`src/rtl/dqp_pkg.sv`:
```
// Package for the deque with parity partition: widths, command and status codes,
// back-end states and the result word structure. It depends on nothing else.
package dqp_pkg;

    // Default sizes of the ring store.
    localparam int DEPTH_DEF     = 16;
    localparam int WORD_BITS_DEF = 32;

    // Fixed widths of the channel fields.
    localparam int WORD_W   = 32;
    localparam int ACT_W    = 3;
    localparam int STATUS_W = 2;
    localparam int OCC_W    = 5;

    // Command queue between the front and the back.
    localparam int CQ_DEPTH = 2;
    localparam int CQ_AW    = $clog2(CQ_DEPTH);
    localparam int CQ_CW    = $clog2(CQ_DEPTH + 1);

    // Result queue at the output.
    localparam int RQ_DEPTH = 2;
    localparam int RQ_AW    = $clog2(RQ_DEPTH);
    localparam int RQ_CW    = $clog2(RQ_DEPTH + 1);

    // Action codes as they arrive on the input channel.
    localparam logic [ACT_W-1:0] ACT_PUSH_FRONT = 3'd0;
    localparam logic [ACT_W-1:0] ACT_PUSH_BACK  = 3'd1;
    localparam logic [ACT_W-1:0] ACT_POP_FRONT  = 3'd2;
    localparam logic [ACT_W-1:0] ACT_POP_BACK   = 3'd3;
    localparam logic [ACT_W-1:0] ACT_PARTITION  = 3'd4;
    localparam logic [ACT_W-1:0] ACT_READ_OUT   = 3'd5;

    // Classified commands handed from the front to the back.
    typedef enum logic [2:0] {
        CMD_PUSH_FRONT,
        CMD_PUSH_BACK,
        CMD_POP_FRONT,
        CMD_POP_BACK,
        CMD_PARTITION,
        CMD_READ_OUT,
        CMD_NOP
    } t_cmd;

    // Result status codes.
    typedef enum logic [STATUS_W-1:0] {
        ST_OK    = 2'd0,
        ST_EMPTY = 2'd1,
        ST_FULL  = 2'd2
    } t_status;

    // Back-end sequencer states.
    typedef enum logic [1:0] {
        BK_IDLE,
        BK_READ,
        BK_PART,
        BK_PDRAIN
    } t_bk_state;

    // One result word as it travels from the back to the result queue.
    typedef struct packed {
        logic signed [WORD_W-1:0] word;
        t_status                  status;
        logic [OCC_W-1:0]         occupancy;
        logic                     last;
    } t_res;

endpackage

```
`src/rtl/dqp_if.sv`:
```
// Channel interfaces of the deque with parity partition: command input and result output.
// Depends on dqp_pkg for the field widths.
interface dqp_in_if;
    import dqp_pkg::*;

    logic                     valid;
    logic                     ready;
    logic [ACT_W-1:0]         action;
    logic signed [WORD_W-1:0] value;

    modport source (output valid, output action, output value, input ready);
    modport sink   (input valid, input action, input value, output ready);
endinterface

interface dqp_out_if;
    import dqp_pkg::*;

    logic                     valid;
    logic                     ready;
    logic signed [WORD_W-1:0] word;
    logic [STATUS_W-1:0]      status;
    logic [OCC_W-1:0]         occupancy;
    logic                     last;

    modport source (output valid, output word, output status, output occupancy, output last,
                    input ready);
    modport sink   (input valid, input word, input status, input occupancy, input last,
                    output ready);
endinterface

```
`src/rtl/dqp_front.sv`:
```
// Front end of the deque: accepts input words, classifies the action code and
// buffers commands in a short queue. Depends on dqp_pkg and dqp_in_if.
module dqp_front #(
    parameter int WORD_BITS = dqp_pkg::WORD_BITS_DEF
) (
    input  logic                 i_clk,
    input  logic                 i_rst_n,
    dqp_in_if.sink               i_in,
    output logic                 o_cmd_valid,
    input  logic                 i_cmd_ready,
    output dqp_pkg::t_cmd        o_cmd,
    output logic [WORD_BITS-1:0] o_cmd_value
);
    import dqp_pkg::*;

    logic [CQ_CW-1:0]     r_cnt, n_cnt;
    logic [CQ_AW-1:0]     r_wp, r_rp;
    t_cmd                 r_q_cmd [CQ_DEPTH];
    logic [WORD_BITS-1:0] r_q_val [CQ_DEPTH];
    t_cmd                 cls_cmd;
    logic [WORD_BITS-1:0] cls_value;
    logic                 push, pop;

    // Decode the action code into a command; unused codes become a no-op.
    always_comb begin
        unique case (i_in.action)
            ACT_PUSH_FRONT: cls_cmd = CMD_PUSH_FRONT;
            ACT_PUSH_BACK:  cls_cmd = CMD_PUSH_BACK;
            ACT_POP_FRONT:  cls_cmd = CMD_POP_FRONT;
            ACT_POP_BACK:   cls_cmd = CMD_POP_BACK;
            ACT_PARTITION:  cls_cmd = CMD_PARTITION;
            ACT_READ_OUT:   cls_cmd = CMD_READ_OUT;
            default:        cls_cmd = CMD_NOP;
        endcase
    end

    // A pushed value keeps only the low bits that fit a store entry, or is zero-extended to a wider entry.
    if (WORD_BITS <= WORD_W) begin : g_val_trunc
        assign cls_value = i_in.value[WORD_BITS-1:0];
    end else begin : g_val_ext
        assign cls_value = {{(WORD_BITS - WORD_W){1'b0}}, i_in.value};
    end

    // Queue handshakes.
    assign i_in.ready  = (r_cnt != CQ_CW'(CQ_DEPTH));
    assign push        = i_in.valid && i_in.ready;
    assign o_cmd_valid = (r_cnt != '0);
    assign pop         = o_cmd_valid && i_cmd_ready;
    assign o_cmd       = r_q_cmd[r_rp];
    assign o_cmd_value = r_q_val[r_rp];

    // Next fill level.
    always_comb begin
        case ({push, pop})
            2'b10:   n_cnt = r_cnt + 1'b1;
            2'b01:   n_cnt = r_cnt - 1'b1;
            default: n_cnt = r_cnt;
        endcase
    end

    // Queue pointers and level.
    always_ff @(posedge i_clk) begin
        if (!i_rst_n) begin
            r_cnt <= '0;
            r_wp  <= '0;
            r_rp  <= '0;
        end else begin
            r_cnt <= n_cnt;
            if (push) begin
                r_wp <= r_wp + 1'b1;
            end
            if (pop) begin
                r_rp <= r_rp + 1'b1;
            end
        end
    end

    // Queue payload.
    always_ff @(posedge i_clk) begin
        if (push) begin
            r_q_cmd[r_wp] <= cls_cmd;
            r_q_val[r_wp] <= cls_value;
        end
    end

endmodule

```
`src/rtl/dqp_back.sv`:
```
// Back end of the deque: ring store in a two-bank memory, pointers, and the
// sequencer for pops, pushes, read out and the stable partition. Depends on dqp_pkg.
module dqp_back #(
    parameter int DEPTH     = dqp_pkg::DEPTH_DEF,
    parameter int WORD_BITS = dqp_pkg::WORD_BITS_DEF
) (
    input  logic                      i_clk,
    input  logic                      i_rst_n,
    input  logic                      i_cmd_valid,
    output logic                      o_cmd_ready,
    input  dqp_pkg::t_cmd             i_cmd,
    input  logic [WORD_BITS-1:0]      i_cmd_value,
    input  logic [dqp_pkg::RQ_CW-1:0] i_level,
    output logic                      o_res_push,
    output dqp_pkg::t_res             o_res
);
    import dqp_pkg::*;

    localparam int AW    = $clog2(DEPTH);
    localparam int CW    = $clog2(DEPTH + 1);
    localparam int MEM_N = 2 ** (AW + 1);

    // Ring position of an entry at a given offset from the front.
    function automatic logic [AW-1:0] ring_pos(input logic [AW-1:0] base,
                                               input logic [CW-1:0] off);
        logic [AW:0] sum;
        sum = {1'b0, base} + (AW + 1)'(off);
        if (sum >= (AW + 1)'(DEPTH)) begin
            sum = sum - (AW + 1)'(DEPTH);
        end
        return sum[AW-1:0];
    endfunction

    t_bk_state            r_state, n_state;
    logic [AW-1:0]        r_front, n_front;
    logic [CW-1:0]        r_count, n_count;
    logic                 r_bank, n_bank;
    logic [CW-1:0]        r_idx, n_idx;
    logic                 r_pass, n_pass;
    logic [CW-1:0]        r_n, n_n;

    logic [WORD_BITS-1:0] r_mem [MEM_N];
    logic [WORD_BITS-1:0] r_rdata;
    logic                 mem_we;
    logic [AW:0]          mem_waddr;
    logic [WORD_BITS-1:0] mem_wdata;
    logic [AW:0]          mem_raddr;

    logic                 r_rs_vld, n_rs_vld;
    logic                 r_rs_use_mem, n_rs_use_mem;
    t_status              r_rs_status, n_rs_status;
    logic [CW-1:0]        r_rs_occ, n_rs_occ;
    logic                 r_rs_last, n_rs_last;
    logic                 r_pd_vld, n_pd_vld;
    logic                 r_pd_pass, n_pd_pass;

    logic [RQ_CW:0]       pend;
    logic                 credit;
    logic                 full, empty;
    logic [CW-1:0]        last_idx;
    logic [AW-1:0]        front_dec;
    logic signed [WORD_W-1:0] rd_word;
    logic [OCC_W-1:0]     occ_out;

    // A result may start only if the result queue will have room when it lands.
    assign pend      = (RQ_CW + 1)'(i_level) + (RQ_CW + 1)'(r_rs_vld);
    assign credit    = (pend < (RQ_CW + 1)'(RQ_DEPTH));
    assign full      = (r_count == CW'(DEPTH));
    assign empty     = (r_count == '0);
    assign last_idx  = r_count - 1'b1;
    assign front_dec = (r_front == '0) ? AW'(DEPTH - 1) : r_front - 1'b1;

    // Sequencer: next state, pointer updates and memory port control.
    always_comb begin
        n_state      = r_state;
        n_front      = r_front;
        n_count      = r_count;
        n_bank       = r_bank;
        n_idx        = r_idx;
        n_pass       = r_pass;
        n_n          = r_n;
        n_rs_vld     = 1'b0;
        n_rs_use_mem = 1'b0;
        n_rs_status  = ST_OK;
        n_rs_last    = 1'b1;
        n_pd_vld     = 1'b0;
        n_pd_pass    = r_pass;
        mem_we       = 1'b0;
        mem_waddr    = {r_bank, r_front};
        mem_wdata    = i_cmd_value;
        mem_raddr    = {r_bank, r_front};
        o_cmd_ready  = 1'b0;

        unique case (r_state)
            BK_IDLE: begin
                o_cmd_ready = credit;
                if (i_cmd_valid && credit) begin
                    n_rs_vld = 1'b1;
                    unique case (i_cmd)
                        CMD_PUSH_FRONT: begin
                            if (full) begin
                                n_rs_status = ST_FULL;
                            end else begin
                                n_front   = front_dec;
                                mem_we    = 1'b1;
                                mem_waddr = {r_bank, front_dec};
                                n_count   = r_count + 1'b1;
                            end
                        end
                        CMD_PUSH_BACK: begin
                            if (full) begin
                                n_rs_status = ST_FULL;
                            end else begin
                                mem_we    = 1'b1;
                                mem_waddr = {r_bank, ring_pos(r_front, r_count)};
                                n_count   = r_count + 1'b1;
                            end
                        end
                        CMD_POP_FRONT: begin
                            if (empty) begin
                                n_rs_status = ST_EMPTY;
                            end else begin
                                mem_raddr    = {r_bank, r_front};
                                n_rs_use_mem = 1'b1;
                                n_front      = ring_pos(r_front, CW'(1));
                                n_count      = r_count - 1'b1;
                            end
                        end
                        CMD_POP_BACK: begin
                            if (empty) begin
                                n_rs_status = ST_EMPTY;
                            end else begin
                                mem_raddr    = {r_bank, ring_pos(r_front, last_idx)};
                                n_rs_use_mem = 1'b1;
                                n_count      = r_count - 1'b1;
                            end
                        end
                        CMD_PARTITION: begin
                            // Fewer than two entries never change order.
                            if (r_count >= CW'(2)) begin
                                n_rs_vld = 1'b0;
                                n_state  = BK_PART;
                                n_idx    = '0;
                                n_pass   = 1'b0;
                                n_n      = '0;
                            end
                        end
                        CMD_READ_OUT: begin
                            if (empty) begin
                                n_rs_status = ST_EMPTY;
                            end else begin
                                n_rs_vld = 1'b0;
                                n_state  = BK_READ;
                                n_idx    = '0;
                            end
                        end
                        default: ;
                    endcase
                end
            end
            BK_READ: begin
                // One entry per cycle, front to back, as the result queue allows.
                if (credit) begin
                    mem_raddr    = {r_bank, ring_pos(r_front, r_idx)};
                    n_rs_vld     = 1'b1;
                    n_rs_use_mem = 1'b1;
                    n_rs_last    = (r_idx == last_idx);
                    n_idx        = r_idx + 1'b1;
                    if (r_idx == last_idx) begin
                        n_state = BK_IDLE;
                    end
                end
            end
            BK_PART: begin
                // Two passes over the active bank: evens first, then odds.
                mem_raddr = {r_bank, ring_pos(r_front, r_idx)};
                n_pd_vld  = 1'b1;
                n_pd_pass = r_pass;
                if (r_idx == last_idx) begin
                    n_idx = '0;
                    if (r_pass) begin
                        n_state = BK_PDRAIN;
                    end else begin
                        n_pass = 1'b1;
                    end
                end else begin
                    n_idx = r_idx + 1'b1;
                end
            end
            BK_PDRAIN: begin
                // Once the last read is written, swap banks and report.
                if (!r_pd_vld && credit) begin
                    n_rs_vld = 1'b1;
                    n_bank   = ~r_bank;
                    n_state  = BK_IDLE;
                end
            end
            default: n_state = BK_IDLE;
        endcase

        // Partition write stage: keep words whose parity matches the pass.
        if (r_pd_vld && (r_rdata[0] == r_pd_pass)) begin
            mem_we    = 1'b1;
            mem_waddr = {~r_bank, ring_pos(r_front, r_n)};
            mem_wdata = r_rdata;
            n_n       = r_n + 1'b1;
        end

        n_rs_occ = n_count;
    end

    // Control registers.
    always_ff @(posedge i_clk) begin
        if (!i_rst_n) begin
            r_state  <= BK_IDLE;
            r_front  <= '0;
            r_count  <= '0;
            r_bank   <= 1'b0;
            r_idx    <= '0;
            r_pass   <= 1'b0;
            r_n      <= '0;
            r_rs_vld <= 1'b0;
            r_pd_vld <= 1'b0;
        end else begin
            r_state  <= n_state;
            r_front  <= n_front;
            r_count  <= n_count;
            r_bank   <= n_bank;
            r_idx    <= n_idx;
            r_pass   <= n_pass;
            r_n      <= n_n;
            r_rs_vld <= n_rs_vld;
            r_pd_vld <= n_pd_vld;
        end
    end

    // Result stage payload.
    always_ff @(posedge i_clk) begin
        r_rs_use_mem <= n_rs_use_mem;
        r_rs_status  <= n_rs_status;
        r_rs_occ     <= n_rs_occ;
        r_rs_last    <= n_rs_last;
        r_pd_pass    <= n_pd_pass;
    end

    // Entry memory: one write port, one registered read port.
    always_ff @(posedge i_clk) begin
        if (mem_we) begin
            r_mem[mem_waddr] <= mem_wdata;
        end
        r_rdata <= r_mem[mem_raddr];
    end

    // Fit the entry and the count to the result fields.
    if (WORD_BITS >= WORD_W) begin : g_word_trunc
        assign rd_word = r_rdata[WORD_W-1:0];
    end else begin : g_word_ext
        assign rd_word = {{(WORD_W - WORD_BITS){1'b0}}, r_rdata};
    end

    if (CW >= OCC_W) begin : g_occ_trunc
        assign occ_out = r_rs_occ[OCC_W-1:0];
    end else begin : g_occ_ext
        assign occ_out = {{(OCC_W - CW){1'b0}}, r_rs_occ};
    end

    // Result word toward the output queue.
    assign o_res_push      = r_rs_vld;
    assign o_res.word      = r_rs_use_mem ? rd_word : '0;
    assign o_res.status    = r_rs_status;
    assign o_res.occupancy = occ_out;
    assign o_res.last      = r_rs_last;

`ifndef SYNTHESIS
    a_count_bound: assert property (@(posedge i_clk) disable iff (!i_rst_n)
        r_count <= CW'(DEPTH))
        else $error("Entry count exceeds the store depth.");

    a_part_complete: assert property (@(posedge i_clk) disable iff (!i_rst_n)
        (r_state == BK_PDRAIN && !r_pd_vld) |-> (r_n == r_count))
        else $error("Partition did not rewrite every entry.");

    a_res_room: assert property (@(posedge i_clk) disable iff (!i_rst_n)
        r_rs_vld |-> (i_level < RQ_CW'(RQ_DEPTH)))
        else $error("Result issued without room in the result queue.");
`endif

endmodule

```
`src/rtl/dqp_res_q.sv`:
```
// Result queue of the deque: holds finished result words until the output side takes them.
// Depends on dqp_pkg and dqp_out_if.
module dqp_res_q (
    input  logic                      i_clk,
    input  logic                      i_rst_n,
    input  logic                      i_push,
    input  dqp_pkg::t_res             i_data,
    output logic [dqp_pkg::RQ_CW-1:0] o_level,
    dqp_out_if.source                 o_res
);
    import dqp_pkg::*;

    t_res             r_q [RQ_DEPTH];
    logic [RQ_AW-1:0] r_wp, r_rp;
    logic [RQ_CW-1:0] r_cnt, n_cnt;
    logic             pop;

    // Output side of the queue.
    assign o_res.valid     = (r_cnt != '0);
    assign o_res.word      = r_q[r_rp].word;
    assign o_res.status    = r_q[r_rp].status;
    assign o_res.occupancy = r_q[r_rp].occupancy;
    assign o_res.last      = r_q[r_rp].last;
    assign pop             = o_res.valid && o_res.ready;

    // Level left after this cycle's pop, used by the back end for credit.
    assign o_level = r_cnt - RQ_CW'(pop);

    always_comb begin
        case ({i_push, pop})
            2'b10:   n_cnt = r_cnt + 1'b1;
            2'b01:   n_cnt = r_cnt - 1'b1;
            default: n_cnt = r_cnt;
        endcase
    end

    // Pointers and level.
    always_ff @(posedge i_clk) begin
        if (!i_rst_n) begin
            r_cnt <= '0;
            r_wp  <= '0;
            r_rp  <= '0;
        end else begin
            r_cnt <= n_cnt;
            if (i_push) begin
                r_wp <= r_wp + 1'b1;
            end
            if (pop) begin
                r_rp <= r_rp + 1'b1;
            end
        end
    end

    // Payload.
    always_ff @(posedge i_clk) begin
        if (i_push) begin
            r_q[r_wp] <= i_data;
        end
    end

endmodule

```
`src/rtl/deque_with_parity_partition.sv`:
```
// Bounded deque of signed words with a stable even/odd partition. Push and pop
// commands are each handled directly from the idle state of the back end, so a
// steady stream of them runs at one word per cycle while the result queue has
// room; a pop result passes through the command queue, the memory read and the
// result queue. Read out delivers the entries front to back as the result queue
// allows. For a partition of at least two entries the back end reads the store once
// for the even words and once for the odd words through its single read port,
// writes them into the second bank of the entry memory and then swaps banks. During
// read out and partition no further command starts. The store needs no clearing after reset.
module deque_with_parity_partition #(
    parameter int DEPTH     = dqp_pkg::DEPTH_DEF,
    parameter int WORD_BITS = dqp_pkg::WORD_BITS_DEF
) (
    input  logic      i_clk,
    input  logic      i_rst_n,
    dqp_in_if.sink    i_in,
    dqp_out_if.source o_res
);
    import dqp_pkg::*;

    logic                 cmd_valid;
    logic                 cmd_ready;
    t_cmd                 cmd;
    logic [WORD_BITS-1:0] cmd_value;
    logic                 res_push;
    t_res                 res;
    logic [RQ_CW-1:0]     res_level;

    // Accept and classify.
    dqp_front #(
        .WORD_BITS (WORD_BITS)
    ) u_front (
        .i_clk       (i_clk),
        .i_rst_n     (i_rst_n),
        .i_in        (i_in),
        .o_cmd_valid (cmd_valid),
        .i_cmd_ready (cmd_ready),
        .o_cmd       (cmd),
        .o_cmd_value (cmd_value)
    );

    // Execute against the ring store.
    dqp_back #(
        .DEPTH     (DEPTH),
        .WORD_BITS (WORD_BITS)
    ) u_back (
        .i_clk       (i_clk),
        .i_rst_n     (i_rst_n),
        .i_cmd_valid (cmd_valid),
        .o_cmd_ready (cmd_ready),
        .i_cmd       (cmd),
        .i_cmd_value (cmd_value),
        .i_level     (res_level),
        .o_res_push  (res_push),
        .o_res       (res)
    );

    // Hold results for the output side.
    dqp_res_q u_res_q (
        .i_clk   (i_clk),
        .i_rst_n (i_rst_n),
        .i_push  (res_push),
        .i_data  (res),
        .o_level (res_level),
        .o_res   (o_res)
    );

endmodule
```
`src/flat_wrapper.sv`:
```
// flat-port wrapper written by rule: the top's interface ports become plain ports
module deque_with_parity_partition_flat import dqp_pkg::*;
#(
    parameter int DEPTH     = dqp_pkg::DEPTH_DEF,
    parameter int WORD_BITS = dqp_pkg::WORD_BITS_DEF
)
  (i_clk, i_rst_n, i_in_valid, i_in_action, i_in_value, i_in_ready, o_res_valid, o_res_word, o_res_status, o_res_occupancy, o_res_last, o_res_ready);
  dqp_in_if i_in_i ();
  dqp_out_if o_res_i ();
  input  logic i_clk;
  input  logic i_rst_n;
  input wire logic [$bits(i_in_i.valid)-1:0] i_in_valid;
  input wire logic [$bits(i_in_i.action)-1:0] i_in_action;
  input wire logic [$bits(i_in_i.value)-1:0] i_in_value;
  output wire logic [$bits(i_in_i.ready)-1:0] i_in_ready;
  output wire logic [$bits(o_res_i.valid)-1:0] o_res_valid;
  output wire logic [$bits(o_res_i.word)-1:0] o_res_word;
  output wire logic [$bits(o_res_i.status)-1:0] o_res_status;
  output wire logic [$bits(o_res_i.occupancy)-1:0] o_res_occupancy;
  output wire logic [$bits(o_res_i.last)-1:0] o_res_last;
  input wire logic [$bits(o_res_i.ready)-1:0] o_res_ready;
  assign i_in_i.valid = i_in_valid;
  assign i_in_i.action = i_in_action;
  assign i_in_i.value = i_in_value;
  assign i_in_ready = i_in_i.ready;
  assign o_res_valid = o_res_i.valid;
  assign o_res_word = o_res_i.word;
  assign o_res_status = o_res_i.status;
  assign o_res_occupancy = o_res_i.occupancy;
  assign o_res_last = o_res_i.last;
  assign o_res_i.ready = o_res_ready;
  deque_with_parity_partition #(.DEPTH(DEPTH), .WORD_BITS(WORD_BITS)) u_core (.i_clk(i_clk), .i_rst_n(i_rst_n), .i_in(i_in_i), .o_res(o_res_i));
endmodule
```
`config.mk`:
```
export PLATFORM = sky130hd
export DESIGN_NAME = deque_with_parity_partition_flat
export DESIGN_NICKNAME = d
export VERILOG_FILES = /design/src/rtl/dqp_pkg.sv /design/src/rtl/dqp_if.sv /design/src/rtl/dqp_front.sv /design/src/rtl/dqp_back.sv /design/src/rtl/dqp_res_q.sv /design/src/rtl/deque_with_parity_partition.sv /design/src/flat_wrapper.sv
export SDC_FILE = /design/constraint.sdc
export NUM_CORES = 2
export LEC_CHECK = 0
export ABC_AREA = 1
export BUFFER_PORTS_ARGS = -buffer_cell sky130_fd_sc_hd__buf_2
export CAP_MARGIN = 20
export CORE_MARGIN = 5
export CORE_UTILIZATION = 55
export CTS_CLUSTER_SIZE = 8
export DETAILED_ROUTE_END_ITERATION = 10
export PLACE_DENSITY = 0.82
export SLEW_MARGIN = 20
export SYNTH_ARGS = -nofsm -noshare
export SYNTH_HDL_FRONTEND = slang
export SYNTH_SLANG_ARGS = --single-unit
```
`constraint.sdc`:
```
create_clock -name i_clk -period 6.1 [get_ports i_clk]
set_clock_uncertainty 0.1 [all_clocks]
set_input_delay 0.305 -clock i_clk [delete_from_list [all_inputs] [get_ports i_clk]]
set_output_delay 0.305 -clock i_clk [all_outputs]
set_load 0.005 [all_outputs]
```
Word level (Yosys, flattened, before mapping)
Memories as Yosys holds them, arrays and structs flattened. A register that Yosys moved wholly into a read port is not among the register bits.
Cells that the tools add are included.

operators by class
  order comparisons = 7
  $add $sub $neg = 25
  bitwise operators = 1
  mux-type cells = 89
  reduce and logical (&&, ||, !) cells = 34
  eq/ne operators = 34

operator list
  kind                   number
  $mux W5                14
  $mux W32               2
  $mux W4                16
  $mux W1                32
  $ge A5 B5 Y1 const B   5
  $sub A4 B1 Y4 const B  6
  $add A4 B5 Y5          4
  $ne A2 B2 Y1 const B   10
  $pmux W5 S2            2
  $reduce_bool A2 Y1     10
  $mux W2                9
  $pmux W3 S6            1
  $pmux W2 S2            4
  $pmux W4 S2            2
  $add A5 B1 Y5 const B  3
  $pmux W5 S3            1
  $eq A3 B2 Y1 const B   4
  $eq A3 B3 Y1 const B   4
  $pmux W4 S3            1
  $reduce_and A5 Y1      2
  $reduce_and A9 Y1      1
  $eq A2 B2 Y1 const B   4
  $pmux W2 S4            1
  $eq A2 B1 Y1 const B   3
  other kinds (31)       49

word-level totals
  word-level logic and storage cells = 214
  register bits = 43
  bits in writable memories = 1174
  memories kept = 4
  output and inout port bits = 42
  input bits = 39

memory list
  name                    words  width  read ports  clocked after Yosys merged registers in  write ports  line             RTL
  u_core.u_back.r_mem     32     32     1           1                                        1            dqp_back.sv:42   logic [WORD_BITS-1:0] r_mem [MEM_N];
  u_core.u_res_q.r_q      2      40     1           1                                        1            dqp_res_q.sv:13  t_res r_q [RQ_DEPTH];
  u_core.u_front.r_q_val  2      32     1           1                                        1            dqp_front.sv:19  logic [WORD_BITS-1:0] r_q_val [CQ_DEPTH];
  u_core.u_front.r_q_cmd  2      3      1           1                                        1            dqp_front.sv:18  t_cmd r_q_cmd [CQ_DEPTH];

Depth between registers and ports, before layout
  depth in word-level cells = 11
  mapped depth = 21
  mapped depth without buffers = 18

Modules after synthesis
A second synthesis with hierarchy kept.

unflattened totals
  cells, all modules = 4878
  area, all modules = 54487.3 µm²

modules (own cells, without submodules)
  module     cells an instance  area each (µm²)  seq. area each (µm²)  instances
  dqp_back   4569               48248.8          32070.8               1
  dqp_res_q  161                3303.2           2502.4                1
  dqp_front  148                2935.3           2202.1                1

Least setup slack after synthesis
No wires, ideal clock.

  path type = flip-flop to flip-flop
  from = register u_core.u_back.r_front[1]
  to = memory u_core.u_back.r_mem[10][0] (netlist bit), enable pin
  stages on the path, launching flop included = 15
  arrival = 3.376 ns
  path buffers = 0
  clock period less this slack = 3.897 ns
  library setup time = 0.421 ns
  setup slack = 2.203 ns
  required time = 5.579 ns
  path through = dfxtp_1 -> ha_1 -> a21o_1 -> a21oi_1 -> nand2_1 -> nand2_1 -> nor2_1 -> xor2_1 -> o21ai_0 -> nand2_1 -> nand2_1 -> nand2_1 -> nor2_1 -> nand2_1 -> nor2_1

on the way
  word-level cells in the longest chain between the ends = 8
  elaborated cells between the ends (all ways) = 17
  classes of those cells = 5 x add/sub; 2 x order compare; 9 x mux; 1 x reduce/logical

RTL lines
  element                                        line                            RTL
  from (decl)                                    dqp_back.sv:35                  logic [AW-1:0] r_front, n_front;
  from (signal assigned)                         dqp_back.sv:226                 r_front <= n_front;
  $add A4 B5 Y5                                  dqp_back.sv:27                  sum = {1'b0, base} + (AW + 1)'(off);
  $sub A4 B1 Y4 or $ge A5 B5 Y1 (tied branches)  dqp_back.sv:29, dqp_back.sv:28
  $mux W4                                        dqp_back.sv:28                  if (sum >= (AW + 1)'(DEPTH)) begin
  $mux W4                                        dqp_back.sv:111                 if (full) begin
  $pmux W4 S2                                    dqp_back.sv:99                  unique case (i_cmd)
  $mux W4                                        dqp_back.sv:97                  if (i_cmd_valid && credit) begin
  $mux W4                                        dqp_back.sv:94                  unique case (r_state)
  $mux W5 (*)                                    dqp_back.sv:202                 if (r_pd_vld && (r_rdata[0] == r_pd_pass)) begin
  to (decl)                                      dqp_back.sv:42

Mark *: on every way between the ends. The rest lies on a longest branch, timed or not.

==> metrics.yaml <==
routing:
  drtIter0Drc: 5868
  vias: 38869
  via_per_inst: 6.04
  drt_first_pass_iters: 7
  drc: 0
  ant_nets: 0
  totalWireLength_mm: 149
  wire_per_inst_um: 23.1
layout:
  design_area_um2: 62200
  final_layout_size_suffix_gt1_share_pct: 9.70
  finalNonFillerCells: 6439
  postLayoutCoreUtil_pct: 63.2
  diodes: 0
  fin_nets: 5148
  syn2layout_area_growth_pct: 13.9
power_and_ir_drop:
  clkPwrFrac_pct: 29.2
  switching_share_pct: 37.6
  leakagePower_nw: 24.9
  p_sw_mw: 11.3
  p_int_mw: 18.7
  powerDensity_nw_per_um2: 482
  pwr-share-comb_pct: 33.5
  power_mw: 30.0
  power_frac_seq_pct: 37.3
  irDropWorstVdd_mv: 0.573
placement:
  placed_area_um2: 56400
  hpwlAfterDp_mm: 80.5
  routabilityCongestion: 0.876
  preCtsSetupSlack_ps: 1650
  place_inst: 6132
  port_buffers: 80
synthesis:
  synth_area_leaders: "edfxtp_1 65%, nand3_1 10%, nand2_1 8.0%"
  syn-cell-area_um2: 54600
  postSynthAreaPerCell_um2: 10.9
  yosys_warnings: 0
  yosysTopAreaCell: "edfxtp_1"
  synth_top_area_share_pct: 64.6
  ys_types: 53
  synth_common_cells: "1174 x edfxtp_1, 1161 x nand2_1, 1111 x nand3_1, 640 x inv_1, 163 x buf_2"
  async_flop_share_pct: 0
  synthCells: 5010
  synth-main-ff-cell: "edfxtp_1"
  ys_ff_latch: 1250
  ys_seq_area_share_pct: 67.4
  syn_nets: 5080
  synth.most_common_cell: "edfxtp_1"
  synth_edf_count: 1174
cts:
  clk_pin_slew_worst_paths_ps: 60
  clkLatencyLatePin_ps: 770
  cts.sinks: 1250
  cts_buffers: 174
  cts_tree: "done"
  post_cts_buffers: 0
  ctsHoldBuffers: 38
  cts_resized: 0
  cts_max_path_buffers: 3
  htreeDepth: 4
  cts-root-buf: "clkbuf_16"
sta:
  finalMaxSlewViolations: 0
  finalSetupViolCount: 0
  layout_setup_ws_ps: 1510
  min_period_ps: 4590
  hold_ws_ps: 186
  setup-tns-final_ps: 0
  max_freq_mhz: 218
  tightestPinTransition_ps: 1240
  post-route-period-util_pct: 75.3
  rsz0062_at_grt: "no"
  slew_headroom_pct: 17.6
  hold_viol: 0
floorplan:
  core_area_um2: 98400
  start_util_pct: 55.5
  die_w_um: 325
  rows: 115
  chipHeight_um: 325
  pin_count: 81
  die-area_um2: 106000
hold_path:
  holdCritStartpoint: "i_in_value[13]"
  hp-class: "in2reg"
job:
  cap_viol_max_count: 0
critical_path:
  cp-end-kind: "flop"
  cp_slowest_cell: "nor2_4"
  worst-path-buf-inv: 4
  cp_max_fo: 36
  cp_cell_sequence: "buf_4 > inv_4 > nand2_1 > nand2_4 > inv_1 > nor2_4 > nand2_2 > nor2_4 > inv_2 > nand2_2 > o211ai_1 > nand3_1 > nor2_4"
  worst-setup-path-type: "reg2reg"
  worstPathArrival_ps: 4840
  worstPathRequired_ps: 6350
  critPathMostFrequentCell: "nor2_4"
  max_stage_delay_ps: 1000
  worst_setup_path_start_kind: "flop"
  cp_top_family: "simple AND/OR/NAND/NOR gates"
grt:
  grt_pass1_vias: 38963
  grt_max_degree: 201
  grt_pass1_wl_mm: 224
  grt-ovfl-total: 0
  grtUsageTotal_pct: 27.3
  antenna_found_initial: 1
status:
  status: "completed"
[layout by cell type (no fill, tap or decap), types with 6 or more instances in the layout]
cell type,n
xor2_1,18
inv_1,639
buf_12,22
dlygate4sd3_1,38
nand2_2,8
nand3_1,1110
mux2_2,40
edfxtp_1,1174
dfxtp_1,73
nand2_1,1160
a31oi_4,29
o21ai_0,25
clkbuf_1,61
xnor2_1,8
nand3_2,6
nor2_4,39
a21oi_1,36
buf_4,38
nor2_1,73
nor3_1,9
buf_2,80
clkbuf_16,174
ha_1,27
nand3b_1,160
buf_16,14
[area by class of cell]
cell class,count,area [um2]
well taps,1287,1610
inverters,648,2440
flip-flops and latches,1250,36800
clock inverters,15,297
multi-input cells,2812,14600
repair buffers,192,1890
clock buffers,235,4580
fillers,6675,36200
[cell families (layout without fill, tap and decap cells)]
family                   Yosys count  after routing  synth area share [%]
flip-flops                      1250           1250                  67.4
adder cells (fa/ha/maj)           31             31                 0.766
XOR/XNOR                          27             27                 0.447
buffers and inverters            948           1090                  7.35
AND/OR/NAND/NOR                 2589           2589                  21.8
multiplexers                      42             42                 0.862
AO/OA/AOI/OAI                    123            123                  1.40
[power by group through the flow]
stage / clock (mW) / combinational [mW] / sequential, mW
6_report: 8.77 / 10.0 / 11.2
5_1_grt: 9.19 / 10.7 / 11.2
4_1_cts: 8.78 / 9.56 / 11.2
3_5_place_dp: 0 / 9.36 / 11.3
3_3_place_gp: 0 / 9.06 / 11.3
2_1_floorplan: 0 / 6.38 / 11.1
[state kept, by name, indices dropped and copies added (netlist names), 2 cells and up, named ones only]
| name | flops |
|---|---|
| u_core.u_front.r_cnt | 2 |
| u_core.u_back.r_rs_status | 2 |
| u_core.u_back.occ_out | 5 |
| u_core.u_back.r_idx | 5 |
| u_core.u_back.r_n | 4 |
| u_core.u_res_q.r_cnt | 2 |
| u_core.u_back.r_front | 4 |
| u_core.u_back.r_rdata | 32 |
| u_core.u_back.r_count | 5 |
| u_core.u_res_q.r_q | 80 |
| u_core.u_front.r_q_val | 64 |
| u_core.u_front.r_q_cmd | 6 |
| u_core.u_back.r_mem | 1024 |
| u_core.u_back.r_state | 2 |
[path summary, 6_finish.rpt]
check,to,slack (ps),cells after the start
max,u_core.u_back.r_mem[0][21],1510,13
max reg2reg,u_core.u_back.r_mem[0][21],1510,13
min reg2reg,u_core.u_back.r_pd_pass,280,0
min,u_core.u_front.r_q_val[1][13],190,2
[layer usage]
layer,track usage (%),part of all wire (%),vias to the layer above,wire length [um]
li1,-,-,17078,-
met1,35.6,35,18527,52400
met2,43.2,47,2811,69800
met3,7.14,14,451,20300
met4,12.7,4.3,2,6370
met5,0,0.0087,-,13
Power figures use the tool's default switching activity.
